--- src/rtl/owbm_pkg.sv ---
// Shared types and constants for the one-wire bus master.
`timescale 1ns / 1ps

package owbm_pkg;

  // Commands carried by an input beat
  localparam logic [2:0] CmdTick     = 3'd0;
  localparam logic [2:0] CmdReset    = 3'd1;
  localparam logic [2:0] CmdWrite    = 3'd2;
  localparam logic [2:0] CmdRead     = 3'd3;
  localparam logic [2:0] CmdConvert  = 3'd4;
  localparam logic [2:0] CmdReadPad  = 3'd5;
  localparam logic [2:0] CmdStrong   = 3'd6;

  // Completion status codes
  localparam logic [1:0] StatusOk         = 2'd0;
  localparam logic [1:0] StatusNoPresence = 2'd1;
  localparam logic [1:0] StatusStuckLow   = 2'd2;

  // Configuration register indexes
  localparam int unsigned CfgIdxW = 3;
  localparam int unsigned CfgDataW = 10;
  localparam logic [CfgIdxW-1:0] CfgResetLow    = 3'd0;
  localparam logic [CfgIdxW-1:0] CfgPresWait    = 3'd1;
  localparam logic [CfgIdxW-1:0] CfgResetRecov  = 3'd2;
  localparam logic [CfgIdxW-1:0] CfgShortPulse  = 3'd3;
  localparam logic [CfgIdxW-1:0] CfgLongSlot    = 3'd4;

  // Device command bytes
  localparam logic [7:0] RomSkip      = 8'hCC;
  localparam logic [7:0] FnConvert    = 8'h44;
  localparam logic [7:0] FnReadPad    = 8'hBE;

  localparam int unsigned ScratchpadBytes = 9;
  localparam logic [3:0] ScratchLast = 4'(ScratchpadBytes - 1);

  typedef enum logic [9:0] {
    PhIdle     = 10'b00_0000_0001,
    PhRLow     = 10'b00_0000_0010,
    PhRWait    = 10'b00_0000_0100,
    PhRRecOk   = 10'b00_0000_1000,
    PhRRecFail = 10'b00_0001_0000,
    PhWLow     = 10'b00_0010_0000,
    PhWHigh    = 10'b00_0100_0000,
    PhRdLow    = 10'b00_1000_0000,
    PhRdWait   = 10'b01_0000_0000,
    PhRdRec    = 10'b10_0000_0000
  } phase_e;

  typedef enum logic [2:0] {
    SeqNone      = 3'd0,
    SeqConvReset = 3'd1,
    SeqConvSkip  = 3'd2,
    SeqConvFn    = 3'd3,
    SeqPadReset  = 3'd4,
    SeqPadSkip   = 3'd5,
    SeqPadFn     = 3'd6,
    SeqPadData   = 3'd7
  } seq_step_e;

  typedef struct packed {
    logic [9:0] reset_low_time;
    logic [7:0] presence_wait_time;
    logic [9:0] reset_recovery_time;
    logic [5:0] short_pulse_time;
    logic [7:0] long_slot_time;
  } owbm_cfg_t;

  typedef struct packed {
    logic [2:0] cmd;
    logic [7:0] data_byte;
    logic       strong_on;
    logic       bus_level;
  } owbm_in_t;

  typedef struct packed {
    logic       drive_low;
    logic       drive_high;
    logic       busy_res;
    logic       done_res;
    logic [1:0] status;
    logic [7:0] data_out;
    logic       data_valid;
    logic [3:0] data_index;
    logic       data_last;
  } owbm_out_t;

endpackage

--- src/rtl/one_wire_master_with_sensor_sequences_core.sv ---
// Top level of the one-wire bus master: handshakes, config port, result register.
`timescale 1ns / 1ps
//
// One-wire bus master stepped by one-microsecond tick beats.
// Input channel (in_valid_i / in_ready_o / in_data_i): each beat is one tick
// carrying the sampled bus level and an optional command (reset, byte write,
// byte read, convert sequence, scratchpad read sequence, strong pull-up).
// Output channel (out_valid_o / out_ready_i / out_data_o): exactly one result
// beat per input beat, in order, with the bus drive for that tick and any
// done, status or read-byte report.
// Config channel (cfg_valid_i / cfg_ready_o): writes the timing registers;
// always ready, write only while no tick is in flight.
// Result: registered, so it appears in the cycle after its input beat is taken.
// Throughput: one beat per cycle while results are taken; the sequencer resolves
// a whole tick in one pass between its state registers and the result register.
// Stall: while a result waits, in_ready_o is low unless out_ready_i is high,
// so the next tick is taken in the same cycle the result leaves.
// Reset: the bus is released, the sequencer idles, the timing registers load
// their defaults and no result is pending.
//

module one_wire_master_with_sensor_sequences_core
  import owbm_pkg::*;
(
  input  logic                clk_i,
  input  logic                rst_ni,
  input  logic                in_valid_i,
  output logic                in_ready_o,
  input  owbm_in_t            in_data_i,
  output logic                out_valid_o,
  input  logic                out_ready_i,
  output owbm_out_t           out_data_o,
  input  logic                cfg_valid_i,
  output logic                cfg_ready_o,
  input  logic [CfgIdxW-1:0]  cfg_index_i,
  input  logic [CfgDataW-1:0] cfg_data_i
);

  owbm_cfg_t cfg;
  owbm_out_t res;
  owbm_out_t out_q;
  logic      out_valid_q, out_valid_d;
  logic      in_fire;

  assign cfg_ready_o = 1'b1;
  assign in_ready_o  = !out_valid_q || out_ready_i;
  assign in_fire     = in_valid_i && in_ready_o;

  owbm_cfg u_cfg (
    .clk_i      (clk_i),
    .rst_ni     (rst_ni),
    .wr_en_i    (cfg_valid_i),
    .wr_index_i (cfg_index_i),
    .wr_data_i  (cfg_data_i),
    .cfg_o      (cfg)
  );

  owbm_ctrl u_ctrl (
    .clk_i  (clk_i),
    .rst_ni (rst_ni),
    .step_i (in_fire),
    .in_i   (in_data_i),
    .cfg_i  (cfg),
    .res_o  (res)
  );

  // Hold the result until taken; refill on every accepted beat
  assign out_valid_d = in_fire || (out_valid_q && !out_ready_i);

  always_ff @(posedge clk_i or negedge rst_ni) begin
    if (!rst_ni) begin
      out_valid_q <= 1'b0;
    end else begin
      out_valid_q <= out_valid_d;
    end
  end

  always_ff @(posedge clk_i) begin
    if (in_fire) begin
      out_q <= res;
    end
  end

  assign out_valid_o = out_valid_q;
  assign out_data_o  = out_q;

`ifndef SYNTH
  a_accept_gives_result: assert property (@(posedge clk_i) disable iff (!rst_ni)
    in_valid_i && in_ready_o |=> out_valid_o)
    else $error("accepted tick produced no result");

  a_done_not_busy: assert property (@(posedge clk_i) disable iff (!rst_ni)
    out_valid_o && out_data_o.done_res |-> !out_data_o.busy_res)
    else $error("finished operation still reports busy");

  a_status_on_done: assert property (@(posedge clk_i) disable iff (!rst_ni)
    out_valid_o && (out_data_o.status != StatusOk) |-> out_data_o.done_res)
    else $error("error status without completion");

  a_last_finishes: assert property (@(posedge clk_i) disable iff (!rst_ni)
    out_valid_o && out_data_o.data_last |-> out_data_o.data_valid && out_data_o.done_res)
    else $error("last scratchpad byte did not end the sequence");
`endif

endmodule

--- src/rtl/owbm_cfg.sv ---
// Timing register file for the one-wire bus master.
`timescale 1ns / 1ps

module owbm_cfg
  import owbm_pkg::*;
(
  input  logic                clk_i,
  input  logic                rst_ni,
  input  logic                wr_en_i,
  input  logic [CfgIdxW-1:0]  wr_index_i,
  input  logic [CfgDataW-1:0] wr_data_i,
  output owbm_cfg_t           cfg_o
);

  owbm_cfg_t cfg_q, cfg_d;

  always_comb begin
    cfg_d = cfg_q;
    if (wr_en_i) begin
      unique case (wr_index_i)
        CfgResetLow:   cfg_d.reset_low_time      = wr_data_i;
        CfgPresWait:   cfg_d.presence_wait_time  = wr_data_i[7:0];
        CfgResetRecov: cfg_d.reset_recovery_time = wr_data_i;
        CfgShortPulse: cfg_d.short_pulse_time    = wr_data_i[5:0];
        CfgLongSlot:   cfg_d.long_slot_time      = wr_data_i[7:0];
        default: ;
      endcase
    end
  end

  always_ff @(posedge clk_i or negedge rst_ni) begin
    if (!rst_ni) begin
      cfg_q.reset_low_time      <= 10'd500;
      cfg_q.presence_wait_time  <= 8'd70;
      cfg_q.reset_recovery_time <= 10'd500;
      cfg_q.short_pulse_time    <= 6'd7;
      cfg_q.long_slot_time      <= 8'd70;
    end else begin
      cfg_q <= cfg_d;
    end
  end

  assign cfg_o = cfg_q;

endmodule

--- src/rtl/owbm_ctrl.sv ---
// Bus phase sequencer: state registers and the per-tick next-state logic.
`timescale 1ns / 1ps

module owbm_ctrl
  import owbm_pkg::*;
(
  input  logic      clk_i,
  input  logic      rst_ni,
  input  logic      step_i,
  input  owbm_in_t  in_i,
  input  owbm_cfg_t cfg_i,
  output owbm_out_t res_o
);

  phase_e     phase_q, phase_d;
  seq_step_e  seq_q, seq_d;
  logic [9:0] timer_q, timer_d;
  logic [2:0] bit_q, bit_d;
  logic [7:0] shift_q, shift_d;
  logic [3:0] byte_q, byte_d;
  logic       strong_q, strong_d;
  owbm_out_t  res;

  logic [9:0] short_t, long_t;
  assign short_t = 10'(cfg_i.short_pulse_time);
  assign long_t  = 10'(cfg_i.long_slot_time);

  // First slot length of a bit: a one starts with the short low pulse
  function automatic logic [9:0] low_len(input logic b, input logic [9:0] s,
                                         input logic [9:0] l);
    return b ? s : l;
  endfunction

  always_comb begin
    phase_d  = phase_q;
    seq_d    = seq_q;
    timer_d  = timer_q;
    bit_d    = bit_q;
    shift_d  = shift_q;
    byte_d   = byte_q;
    strong_d = strong_q;
    res      = '0;

    // Start a command from idle
    if (phase_q == PhIdle && in_i.cmd != CmdTick && in_i.cmd <= CmdStrong) begin
      if (in_i.cmd == CmdStrong) begin
        strong_d     = in_i.strong_on;
        res.done_res = 1'b1;
      end else begin
        strong_d = 1'b0;
        seq_d = (in_i.cmd == CmdConvert) ? SeqConvReset :
                (in_i.cmd == CmdReadPad) ? SeqPadReset  : SeqNone;
        case (in_i.cmd)
          CmdWrite: begin
            shift_d = in_i.data_byte;
            bit_d   = '0;
            phase_d = PhWLow;
            timer_d = low_len(in_i.data_byte[0], short_t, long_t);
          end
          CmdRead: begin
            shift_d = '0;
            bit_d   = '0;
            phase_d = PhRdLow;
            timer_d = short_t;
          end
          default: begin
            if (!in_i.bus_level) begin
              phase_d      = PhIdle;
              seq_d        = SeqNone;
              res.done_res = 1'b1;
              res.status   = StatusStuckLow;
            end else begin
              phase_d = PhRLow;
              timer_d = cfg_i.reset_low_time;
            end
          end
        endcase
      end
    end

    // One microsecond of bus activity
    if (phase_d != PhIdle) begin
      res.drive_low = (phase_d == PhRLow) || (phase_d == PhWLow) || (phase_d == PhRdLow);
      if (timer_d > 10'd1) begin
        timer_d = timer_d - 10'd1;
      end else begin
        unique case (phase_d)
          PhRLow: begin
            phase_d = PhRWait;
            timer_d = 10'(cfg_i.presence_wait_time);
          end
          PhRWait: begin
            phase_d = in_i.bus_level ? PhRRecFail : PhRRecOk;
            timer_d = cfg_i.reset_recovery_time;
          end
          PhRRecOk: begin
            if (seq_d == SeqConvReset || seq_d == SeqPadReset) begin
              seq_d   = (seq_d == SeqConvReset) ? SeqConvSkip : SeqPadSkip;
              shift_d = RomSkip;
              bit_d   = '0;
              phase_d = PhWLow;
              timer_d = low_len(RomSkip[0], short_t, long_t);
            end else begin
              phase_d      = PhIdle;
              seq_d        = SeqNone;
              res.done_res = 1'b1;
            end
          end
          PhRRecFail: begin
            phase_d      = PhIdle;
            seq_d        = SeqNone;
            res.done_res = 1'b1;
            res.status   = StatusNoPresence;
          end
          PhWLow: begin
            phase_d = PhWHigh;
            timer_d = shift_d[0] ? long_t : short_t;
          end
          PhWHigh: begin
            shift_d = {1'b0, shift_d[7:1]};
            if (bit_d == 3'd7) begin
              unique case (seq_d) inside
                SeqConvSkip, SeqPadSkip: begin
                  shift_d = (seq_d == SeqConvSkip) ? FnConvert : FnReadPad;
                  seq_d   = (seq_d == SeqConvSkip) ? SeqConvFn : SeqPadFn;
                  bit_d   = '0;
                  phase_d = PhWLow;
                  timer_d = low_len(shift_d[0], short_t, long_t);
                end
                SeqPadFn: begin
                  seq_d   = SeqPadData;
                  byte_d  = '0;
                  shift_d = '0;
                  bit_d   = '0;
                  phase_d = PhRdLow;
                  timer_d = short_t;
                end
                default: begin
                  phase_d      = PhIdle;
                  seq_d        = SeqNone;
                  res.done_res = 1'b1;
                end
              endcase
            end else begin
              bit_d   = bit_d + 3'd1;
              phase_d = PhWLow;
              timer_d = low_len(shift_d[0], short_t, long_t);
            end
          end
          PhRdLow: begin
            phase_d = PhRdWait;
            timer_d = short_t;
          end
          PhRdWait: begin
            shift_d = {in_i.bus_level, shift_d[7:1]};
            phase_d = PhRdRec;
            timer_d = long_t;
          end
          PhRdRec: begin
            if (bit_d == 3'd7) begin
              res.data_out   = shift_d;
              res.data_valid = 1'b1;
              if (seq_d == SeqPadData) begin
                res.data_index = byte_d;
                res.data_last  = (byte_d >= ScratchLast);
              end
              if (seq_d == SeqPadData && byte_d < ScratchLast) begin
                byte_d  = byte_d + 4'd1;
                shift_d = '0;
                bit_d   = '0;
                phase_d = PhRdLow;
                timer_d = short_t;
              end else begin
                phase_d      = PhIdle;
                seq_d        = SeqNone;
                res.done_res = 1'b1;
              end
            end else begin
              bit_d   = bit_d + 3'd1;
              phase_d = PhRdLow;
              timer_d = short_t;
            end
          end
          default: phase_d = PhIdle;
        endcase
      end
    end

    res.drive_high = strong_d;
    res.busy_res   = (phase_d != PhIdle);
  end

  always_ff @(posedge clk_i or negedge rst_ni) begin
    if (!rst_ni) begin
      phase_q  <= PhIdle;
      seq_q    <= SeqNone;
      timer_q  <= '0;
      bit_q    <= '0;
      shift_q  <= '0;
      byte_q   <= '0;
      strong_q <= 1'b0;
    end else if (step_i) begin
      phase_q  <= phase_d;
      seq_q    <= seq_d;
      timer_q  <= timer_d;
      bit_q    <= bit_d;
      shift_q  <= shift_d;
      byte_q   <= byte_d;
      strong_q <= strong_d;
    end
  end

  assign res_o = res;

endmodule
--- config.mk ---
export PLATFORM = sky130hd
export DESIGN_NAME = one_wire_master_with_sensor_sequences_core
export DESIGN_NICKNAME = d
export VERILOG_FILES = /design/src/rtl/owbm_pkg.sv /design/src/rtl/one_wire_master_with_sensor_sequences_core.sv /design/src/rtl/owbm_cfg.sv /design/src/rtl/owbm_ctrl.sv
export SDC_FILE = /design/constraint.sdc
export NUM_CORES = 1
export LEC_CHECK = 0
export BUFFER_PORTS_ARGS = -buffer_cell sky130_fd_sc_hd__buf_4
export CAP_MARGIN = 20
export CORE_MARGIN = 4
export CORE_UTILIZATION = 65
export DETAILED_ROUTE_END_ITERATION = 8
export GPL_TIMING_DRIVEN = 0
export PLACE_DENSITY = 0.91
export SETUP_SLACK_MARGIN = 0.5
export SLEW_MARGIN = 20
export SYNTH_ARGS = -nofsm -noshare
export SYNTH_HDL_FRONTEND = slang
export SYNTH_SLANG_ARGS = --single-unit
--- constraint.sdc ---
create_clock -name clk_i -period 6.8 [get_ports clk_i]
set_input_delay 1.36 -clock clk_i [delete_from_list [all_inputs] [get_ports clk_i]]
set_output_delay 1.36 -clock clk_i [all_outputs]
set_load 0.05 [all_outputs]
[Yosys cells after proc, flatten, opt, wreduce, memory -nomap -nowiden]
Cells that the tools add are included.
Operators by class
  bitwise operators: 5
  magnitude comparators: 4
  equal/unequal tests: 32
  add/sub/neg operators: 3
  reduce and logical (&&, ||, !) cells: 27
  multiplexer cells: 92
Operators with widths (number)
  $pmux W10 S8: 2
  $mux W10: 13
  $mux W8: 16
  $mux W3: 27
  $pmux W8 S2: 4
  $pmux W10 S2: 2
  $mux W17: 2
  $pmux W8 S4: 1
  $mux W14: 2
  $eq A3 B3 Y1 const B: 9
  $ne A10 B1 Y1 const B: 2
  $mux W4: 4
  $eq A3 B2 Y1 const B: 5
  $pmux W3 S4: 1
  $eq A10 B1 Y1 const B: 1
  $eq A10 B10 Y1 const B: 1
  $eq A10 B2 Y1 const B: 1
  $eq A10 B3 Y1 const B: 1
  $eq A10 B4 Y1 const B: 1
  $eq A10 B5 Y1 const B: 1
  $eq A10 B6 Y1 const B: 1
  $eq A10 B7 Y1 const B: 1
  $eq A10 B8 Y1 const B: 1
  $eq A10 B9 Y1 const B: 1
  30 further kinds: 63
Word-level totals
  register bits after elaboration: 102
  output and inout bits: 23
  word-level logic and storage cells: 185

[Depth between registers and ports, before layout]
Gate-level depths: netlist of the first run.
  depth after elaboration: 15
  depth in mapped cells: 18
  mapped depth without buffers: 14

[By module]
Synthesis of the first run repeated with hierarchy kept, for this count alone.
Second synthesis, totals
  cell total of the unflattened synthesis: 735
  area, all modules: 6847.8 µm²
By module, submodules not included
  owbm_ctrl: cells each 616, times used 1, area an instance 4451.8 µm², sequential area each 977.2 µm²
  owbm_cfg: cells each 93, times used 1, area an instance 1730.4 µm², sequential area each 1077.3 µm²
  one_wire_master_with_sensor_sequences_core: cells each 26, times used 1, area an instance 665.6 µm², sequential area each 625.6 µm²

[Worst setup path before layout of the first run]
Ideal clock, no wire load.
  path kind: in2reg
  from: in in_data_i[11] (netlist name)
  to: reg out_q (netlist bit out_data_o[17]), data pin
  slack: 2177 ps
  data required time: 6528 ps
  arrival: 4351 ps
  stages on the path: 15
  cell sequence: clkbuf_1 nor2b_1 and2_0 o21ai_2 a22oi_1 ha_1 nor2_1 a31oi_1 o211a_1 and3_1 buf_2 nand2_2 nor3b_1 o21ai_1 or4_1
RTL lines
  start, declared: RTL line one_wire_master_with_sensor_sequences_core.sv:29  | input owbm_in_t in_data_i,
  end signal, assigned: RTL line one_wire_master_with_sensor_sequences_core.sv:80  | out_q <= res;
  end, declared: RTL line one_wire_master_with_sensor_sequences_core.sv:41  | owbm_out_t out_q;

[Worst setup path after layout of the first run]
  from: in in_data_i[12] (netlist name)
  to: reg u_ctrl.timer_q[0]
On the way
  word-level cells in the longest chain between the ends: 14
RTL lines
  $eq A3 B3 Y1: RTL line owbm_ctrl.sv:52  | (in_i.cmd == CmdReadPad) ? SeqPadReset : SeqNone;
  $mux W3: RTL line owbm_ctrl.sv:52
  $mux W3: RTL line owbm_ctrl.sv:51  | seq_d = (in_i.cmd == CmdConvert) ? SeqConvReset :
  $mux W3: RTL line owbm_ctrl.sv:67  | if (!in_i.bus_level) begin
  $mux W3: RTL line owbm_ctrl.sv:53  | case (in_i.cmd)
  $mux W3: RTL line owbm_ctrl.sv:46  | if (in_i.cmd == CmdStrong) begin
  $mux W3: RTL line owbm_ctrl.sv:45  | if (phase_q == PhIdle && in_i.cmd != CmdTick && in_i.cmd <= CmdStrong) begin
  $eq A3 B3 Y1 (no line), or another cell as far along
  $reduce_or A2 Y1 / $logic_and A1 B1 Y1 (equally long branches): RTL line owbm_ctrl.sv:122, owbm_ctrl.sv:167
  $pmux W10 S2 / $mux W10 (equally long branches): RTL line owbm_ctrl.sv:122, owbm_ctrl.sv:167
  $mux W10, on equally long branches: RTL line owbm_ctrl.sv:121, owbm_ctrl.sv:160
  $pmux W10 S8: RTL line owbm_ctrl.sv:87  | unique case (phase_d)
  $mux W10: RTL line owbm_ctrl.sv:84  | if (timer_d > 10'd1) begin
  $mux W10 *: RTL line owbm_ctrl.sv:82  | if (phase_d != PhIdle) begin
  end signal, assigned: RTL line owbm_ctrl.sv:205  | timer_q <= timer_d;
  end, declared: RTL line owbm_ctrl.sv:17  | logic [9:0] timer_q, timer_d;
Every way passes the cells marked *; elsewhere a longest branch is shown, timed or not.
A chain may end at the register's enable or synchronous reset.

==> flow_summary.rst, run 1 <==
.. list-table::
   :header-rows: 1

   * - Metric
     - Value
   * - Core Area
     - 9820 um2
   * - Final Hold Vio Count
     - 0
   * - Routed Wire Length
     - 21700 um
   * - Worst setup SP type
     - primary input
   * - Vias per cell
     - 7.08
   * - Count of state elements after synthesis
     - 102
   * - Netlist Area Pre-Place
     - 6570 um2
   * - Setup_tns
     - 0 ns
   * - CTS tree
     - done
   * - Yosys warns
     - 0
   * - Setup repair after global routing missed its margin
     - false
   * - Cell count after placement
     - 890
   * - Largest net degree at the start of global routing
     - 83
   * - Post-DP Area
     - 7110 um2
   * - Hold path start
     - u_ctrl.timer_q[3]
   * - DR vias
     - 6413
   * - Number of nets in the layout
     - 805
   * - Via count of the first global-routing pass
     - 6286
   * - Hold path depth
     - 1
   * - Peak fanout along the critical path
     - 10
   * - Async SR Flop Fraction
     - 80.4%
   * - Overall die area
     - 11800 um2
   * - Fin crit share
     - 80.7%
   * - Hold-fix buffer count after cts
     - 0
   * - Number of buffers inserted by port buffering
     - 50
   * - Y dimension of the die
     - 109 um
   * - Fin. max-slew vios
     - 0
   * - Clock latency reported for the late side of the worst-skew pair
     - 0.39 ns
   * - Number of distinct library cells after synthesis
     - 91
   * - Most common library cell in the layout ignoring fill and taps
     - sky130_fd_sc_hd__nand2_1
   * - Longest Clk Path Bufs
     - 2
   * - R2R Path Start
     - u_ctrl.phase_q[9]
   * - Number of post-CTS setup repair buffers
     - 0
   * - Number of enable flip-flop cells after synthesis
     - 20
   * - Floorplan die width
     - 109 um
   * - WL per Instance
     - 24.0 um
   * - Number of antenna violations at the first check in global routing
     - 0
   * - Crit path DAT
     - 5.77 ns
   * - Post-synthesis sequential area ratio
     - 40.8%
   * - Post-synth top flop
     - sky130_fd_sc_hd__dfrtp_1
   * - Data required time at the worst endpoint
     - 7.08 ns
   * - Drt pass-1 iters
     - 8
   * - Worst VDD drop
     - 0.196 mV
   * - GR Util All Layers
     - 37.9%
   * - Max Cap Violations
     - 0
   * - Hold Path Sink
     - u_ctrl.timer_q[3]
   * - Post-CTS sizing
     - 0
   * - CTS root buf
     - sky130_fd_sc_hd__clkbuf_8
   * - Leakage power
     - 0.00295 uW
   * - Final Cell Area
     - 7300 um2
   * - Number of setup violations in the final report
     - 0
   * - Destination of the worst register-to-register timing path
     - out_data_o[4]
   * - Count of H-tree levels built during CTS
     - 3
   * - Worst setup slack before clock tree synthesis
     - 1.22 ns
   * - Final WS setup
     - 1.31 ns
   * - Number of diodes
     - 0
   * - Register-to-Register Path Depth
     - 14
   * - Time the worst path needs with I/O delays and setup
     - 5.49 ns
   * - Drc violations
     - 0
   * - Starting Density
     - 66.9%
   * - Final setup skew
     - 0.00643 ns
   * - Placer Congestion
     - 1.12
   * - Run status
     - completed
   * - Total clock buffers created by CTS
     - 9
   * - Detail Route Antenna Nets
     - 0
   * - Layout Cells excl Fill
     - 906
   * - Remaining global-route overflow
     - 0
   * - Syn avg cell area
     - 9.29 um2
   * - Crit Path Category
     - primary input to register
   * - Pwr/cell area
     - 286 nW/um2
   * - Slew at the pin closest to its max-slew limit
     - 0.981 ns
   * - Rel. slew slack
     - 32.7%
   * - Clock slew seen by the registers of the worst setup and hold paths
     - 0.11 ns
   * - Fmax
     - 0.182 GHz
   * - CP endpoint kind
     - register
   * - Synthesized instance count
     - 707
   * - Layout cells sized above 1
     - 22.6%
   * - Slack of the worst reg-to-reg path
     - 1.72 ns
   * - Commonest non-fill, non-tap cells in the layout
     - sky130_fd_sc_hd__nand2_1, sky130_fd_sc_hd__dfrtp_1, sky130_fd_sc_hd__nor2_1
   * - Syn Nets
     - 744
   * - Placed wire-length estimate after detailed placement
     - 16000 um
   * - Worst hold path type
     - register to register
   * - First DRT Iteration DRCs
     - 805
   * - Global-route wire length before repair
     - 33700 um
   * - Number of core rows
     - 36
   * - Area growth, synth to finish
     - 11.2%
   * - Clock Sink Count
     - 102
   * - Number of I/O pins
     - 54
[worst max-delay path by stage]
stage                        from                end  slack (ns)  depth (start not counted)
detailed placement  in_data_i[12]  u_ctrl.timer_q[0]        1.22                         15
global route        in_data_i[11]      out_data_o[4]        1.22                         14
CTS                 in_data_i[12]  u_ctrl.timer_q[0]        1.62                         15
finish              in_data_i[12]  u_ctrl.timer_q[0]        1.31                         15
global placement    in_data_i[12]  u_ctrl.timer_q[0]        1.23                         15
floorplan           in_data_i[11]     out_data_o[17]        2.18                         15
[flip-flops by register name (all words and copies together) (netlist names)]
name	flops
u_cfg.cfg_o	42
out_data_o	20
u_ctrl.phase_q	10
u_ctrl.timer_q	10
u_ctrl.shift_q	8
u_ctrl.byte_q	4
u_ctrl.bit_q	3
u_ctrl.seq_q	3
out_valid_o	1
u_ctrl.strong_q	1
[layer usage]
layer / global-route usage, % / wire, um / vias to the layer above / share of wire, %
li1: - / - / 2768 / -
met4: 25.6 / 1570 / 0 / 7.2
met2: 59.0 / 9940 / 466 / 46
met1: 47.8 / 8040 / 3049 / 37
met5: 0 / 0 / - / 0
met3: 7.46 / 2190 / 130 / 10
[report_power, final]
group	internal, uW	switching [uW]	total, uW	leakage, uW
Sequential	762	97.8	859	0.00117
Combinational	331	519	850	0.00169
Clock	138	240	378	0.0000885
Total	1230	857	2090	0.00295
[area by class of cell]
class / count / area, um2
flip-flops and latches: 102 / 2680
inverters: 14 / 52.6
clock inverters: 7 / 55.1
well taps: 133 / 166
plain buffers: 37 / 179
repair buffers: 50 / 379
multi-input cells: 554 / 3670
fillers: 726 / 2520
clock buffers: 9 / 124
[critical path, stage by stage]
cell and delay [ns]:
sky130_fd_sc_hd__clkbuf_1 0.29, sky130_fd_sc_hd__nor2b_1 0.08, sky130_fd_sc_hd__clkbuf_1 0.23, sky130_fd_sc_hd__nand4_1 0.30
sky130_fd_sc_hd__clkbuf_1 0.37, sky130_fd_sc_hd__and2_1 0.22, sky130_fd_sc_hd__ha_1 0.16, sky130_fd_sc_hd__ha_1 0.14
sky130_fd_sc_hd__clkbuf_1 0.37, sky130_fd_sc_hd__clkinv_1 0.43, sky130_fd_sc_hd__a21oi_1 0.79, sky130_fd_sc_hd__a21oi_1 0.19
sky130_fd_sc_hd__a221o_1 0.33, sky130_fd_sc_hd__a221o_1 0.27, sky130_fd_sc_hd__a32o_1 0.22
[logic make-up after synthesis]
| group | Yosys count | synth area share [%] |
|---|---|---|
| buffers and inverters | 51 | 3.50 |
| multiplexers | 52 | 8.84 |
| XOR/XNOR | 5 | 0.953 |
| adder cells (fa/ha/maj) | 6 | 1.14 |
| AND/OR/NAND/NOR | 280 | 22.9 |
| flip-flops | 102 | 40.8 |
| AO/OA/AOI/OAI | 210 | 21.8 |
| other | 1 | 0.0571 |
[synthesized netlist by cell type, types with 4 or more instances]
| cell type | number | share of area (%) |
|---|---|---|
| sky130_fd_sc_hd__nand2_1 | 74 | 4.2 |
| sky130_fd_sc_hd__dfrtp_1 | 60 | 23 |
| sky130_fd_sc_hd__nor2_1 | 58 | 3.3 |
| sky130_fd_sc_hd__a21oi_1 | 53 | 4.0 |
| sky130_fd_sc_hd__mux2_2 | 44 | 7.5 |
| sky130_fd_sc_hd__o21ai_0 | 42 | 3.2 |
| sky130_fd_sc_hd__nand3_1 | 26 | 2.0 |
| sky130_fd_sc_hd__clkbuf_1 | 24 | 1.4 |
| sky130_fd_sc_hd__dfstp_2 | 22 | 8.8 |
| sky130_fd_sc_hd__edfxtp_1 | 20 | 9.1 |
| sky130_fd_sc_hd__and3_1 | 16 | 1.5 |
| sky130_fd_sc_hd__nor3_1 | 15 | 1.1 |
| sky130_fd_sc_hd__inv_1 | 12 | 0.69 |
| sky130_fd_sc_hd__and2_1 | 10 | 0.95 |
| sky130_fd_sc_hd__o21ai_1 | 10 | 0.76 |
| sky130_fd_sc_hd__a221o_1 | 9 | 1.4 |
| sky130_fd_sc_hd__nand2b_1 | 9 | 0.86 |
| sky130_fd_sc_hd__nor2b_1 | 9 | 0.86 |
| sky130_fd_sc_hd__a221oi_1 | 8 | 1.1 |
| sky130_fd_sc_hd__nor3b_1 | 8 | 0.91 |
| sky130_fd_sc_hd__a22oi_1 | 7 | 0.80 |
| sky130_fd_sc_hd__a31oi_1 | 7 | 0.67 |
| sky130_fd_sc_hd__buf_2 | 7 | 0.53 |
| sky130_fd_sc_hd__mux2i_1 | 7 | 1.1 |
| sky130_fd_sc_hd__nor4_1 | 7 | 0.67 |
| sky130_fd_sc_hd__or3_1 | 7 | 0.67 |
| sky130_fd_sc_hd__or4_1 | 7 | 0.80 |
| sky130_fd_sc_hd__ha_1 | 6 | 1.1 |
| sky130_fd_sc_hd__o21a_1 | 6 | 0.69 |
| sky130_fd_sc_hd__a21o_1 | 5 | 0.57 |
| sky130_fd_sc_hd__a22o_1 | 5 | 0.67 |
| sky130_fd_sc_hd__a211o_1 | 4 | 0.53 |
| sky130_fd_sc_hd__a211oi_1 | 4 | 0.46 |
| sky130_fd_sc_hd__nand3b_1 | 4 | 0.46 |
| sky130_fd_sc_hd__o211ai_1 | 4 | 0.46 |
| sky130_fd_sc_hd__o2bb2ai_1 | 4 | 0.53 |
[metrics by stage]
stage | power, uW | hold WS, ns | util, %
global route | 2190 | 0.513 | 74.4
global placement | 1650 | 0.465 | 72.4
floorplan | 1450 | 0.449 | -
CTS | 2050 | 0.508 | 74.2
finish | 2090 | 0.504 | 74.4
detailed placement | 1680 | 0.485 | 72.4
Power figures use the tool's default switching activity.
==> run 2: changes to the inputs <==
Settings changed: CORE_UTILIZATION 65 to 61, PLACE_DENSITY 0.91 to 0.86.
Clock period 6.8 ns to 5.1 ns, I/O delays scaled along.
==> run 2 against run 1 <==
  * Power up 41%
  * Global-route usage down 2.5 points
  * Final cell count up 1.4%
  * Largest cell class unchanged
  * Critical endpoint is now out_data_o[17]
==> flow_summary.rst, run 2 (synthesis gave the netlist of run 1 again) <==
.. list-table::
   :header-rows: 1

   * - Metric
     - Value
   * - Run status
     - completed
   * - Destination of the worst register-to-register timing path
     - out_data_o[17]
   * - Final Hold Vio Count
     - 0
   * - Rel. slew slack
     - 27.1%
   * - Final WS setup
     - 0.676 ns
   * - Number of core rows
     - 37
   * - Starting Density
     - 63.1%
   * - Final Cell Area
     - 7480 um2
   * - Time the worst path needs with I/O delays and setup
     - 4.42 ns
   * - Slack of the worst reg-to-reg path
     - 0.68 ns
   * - Hold Path Sink
     - u_ctrl.bit_q[0]
   * - Placed wire-length estimate after detailed placement
     - 16600 um
   * - Hold path depth
     - 1
   * - Drt pass-1 iters
     - 8
   * - Y dimension of the die
     - 112 um
   * - Commonest non-fill, non-tap cells in the layout
     - sky130_fd_sc_hd__nand2_1, sky130_fd_sc_hd__buf_4, sky130_fd_sc_hd__dfrtp_1
   * - Clock latency reported for the late side of the worst-skew pair
     - 0.39 ns
   * - Fin crit share
     - 86.8%
   * - Total power of the final layout
     - 2940 uW
   * - Setup_tns
     - 0 ns
   * - Largest net degree at the start of global routing
     - 83
   * - Setup repair after global routing missed its margin
     - false
   * - Routed Wire Length
     - 22700 um
   * - Longest Clk Path Bufs
     - 2
   * - Fin. max-slew vios
     - 0
   * - CTS root buf
     - sky130_fd_sc_hd__clkbuf_8
   * - Largest register FFs
     - 42
   * - Worst VDD drop
     - 0.236 mV
   * - Max Cap Violations
     - 0
   * - Placer Congestion
     - 1.03
   * - Worst setup SP type
     - register
   * - Overall die area
     - 12500 um2
   * - WL per Instance
     - 24.7 um
   * - Remaining global-route overflow
     - 0
   * - Most common library cell in the layout ignoring fill and taps
     - sky130_fd_sc_hd__nand2_1
   * - Clock Sink Count
     - 102
   * - Core Area
     - 10400 um2
   * - Post-DP Area
     - 7140 um2
   * - Register-to-Register Path Depth
     - 15
   * - Number of buffers inserted by port buffering
     - 50
   * - Slew at the pin closest to its max-slew limit
     - 1.09 ns
   * - Number of nets in the layout
     - 815
   * - Hold-fix buffer count after cts
     - 0
   * - Number of I/O pins
     - 54
   * - CP endpoint kind
     - register
   * - Clock slew seen by the registers of the worst setup and hold paths
     - 0.11 ns
   * - Drc violations
     - 0
   * - Number of diodes
     - 0
   * - Pwr/cell area
     - 393 nW/um2
   * - Layout cells sized above 1
     - 25.2%
   * - Global-route wire length before repair
     - 34500 um
   * - Worst hold path type
     - register to register
   * - Area growth, synth to finish
     - 13.9%
   * - Detail Route Antenna Nets
     - 0
   * - Hold path start
     - u_ctrl.bit_q[0]
   * - Number of setup violations in the final report
     - 0
   * - Crit Path Category
     - register to register
   * - DR vias
     - 6546
   * - Number of antenna violations at the first check in global routing
     - 0
   * - Peak fanout along the critical path
     - 10
   * - Count of H-tree levels built during CTS
     - 3
   * - First DRT Iteration DRCs
     - 930
   * - Worst hold slack
     - 0.509 ns
   * - Leakage power
     - 0.00304 uW
   * - Worst setup slack before clock tree synthesis
     - -0.177 ns
   * - Floorplan die width
     - 112 um
   * - Total clock buffers created by CTS
     - 9
   * - Fmax
     - 0.226 GHz
   * - Via count of the first global-routing pass
     - 6452
   * - GR Util All Layers
     - 35.4%
   * - Final setup skew
     - 0.0123 ns
   * - Crit path DAT
     - 4.55 ns
   * - R2R Path Start
     - u_ctrl.phase_q[9]
   * - Data required time at the worst endpoint
     - 5.23 ns
   * - CTS tree
     - done
   * - Vias per cell
     - 7.12
[run 2: cell count changes in the layout (fill, tap and decap cells not counted), sizes merged]
cell	before	now
inv	16	14
clkinvlp	2	0
bufinv	0	1
clkbuf	33	35
buf	63	73
clkinv	3	4
[run 2: timing repair]
item | CTS | global route
resized for setup | 7 | 14
pin swaps | 2 | 1
buffers inserted | 5 | 4
endpoints found under the setup margin | 19 | 21
[run 2: cell type report]
class	instances	area, um2
Buffer	37	184
Fill cell	798	2930
Sequential cell	102	2680
Timing Repair Buffer	60	467
Clock inverter	5	63.8
Tap cell	136	170
Multi-Input combinational cell	554	3710
Clock buffer	11	153
Inverter	14	53.8
[run 2: how the worst max path moves through the flow]
stage	start	end	slack (ns)	cells after the start
after floorplan	in_data_i[11]	out_data_o[17]	0.82	15
after global placement	in_data_i[11]	out_data_o[17]	-0.13	15
after detailed placement	in_data_i[11]	out_data_o[2]	-0.18	14
after CTS	in_data_i[12]	u_ctrl.timer_q[2]	0.56	15
after global routing	in_data_i[11]	u_ctrl.timer_q[6]	0.47	16
final	u_ctrl.phase_q[9]	out_data_o[17]	0.68	15
[run 2: routing by layer]
metal | GRT usage [%] | routed length (um) | vias to the layer above
met4 | 21.2 | 1330 | 0
met2 | 57.7 | 10500 | 506
met5 | 0 | 0 | -
met1 | 43.3 | 8460 | 3123
li1 | - | - | 2801
met3 | 7.39 | 2350 | 116
[run 2: worst max-delay path, stage by stage (launching register included)]
cell and delay [ns]:
sky130_fd_sc_hd__dfrtp_1 0.43, sky130_fd_sc_hd__clkbuf_1 0.23, sky130_fd_sc_hd__or4_4 0.52, sky130_fd_sc_hd__nor3_4 0.30
sky130_fd_sc_hd__o21ai_4 0.18, sky130_fd_sc_hd__a22oi_2 0.28, sky130_fd_sc_hd__ha_2 0.29, sky130_fd_sc_hd__nor2_1 0.06
sky130_fd_sc_hd__a31oi_1 0.16, sky130_fd_sc_hd__o211a_1 0.27, sky130_fd_sc_hd__and3_1 0.17, sky130_fd_sc_hd__buf_2 0.16
sky130_fd_sc_hd__nand2_2 0.19, sky130_fd_sc_hd__nor3_1 0.32, sky130_fd_sc_hd__a21oi_1 0.08, sky130_fd_sc_hd__or4_1 0.53
[run 2: through the flow]
stage,std cells,util (%)
detailed placement,894,68.5
global placement,893,68.3
floorplan,707,-
CTS,915,71.3
finish,919,71.9
global route,919,71.9
[run 2: report_power, final]
group | internal [uW] | switching [uW]
clock | 263 | 312
sequential | 1020 | 134
combinational | 481 | 733
total | 1760 | 1180
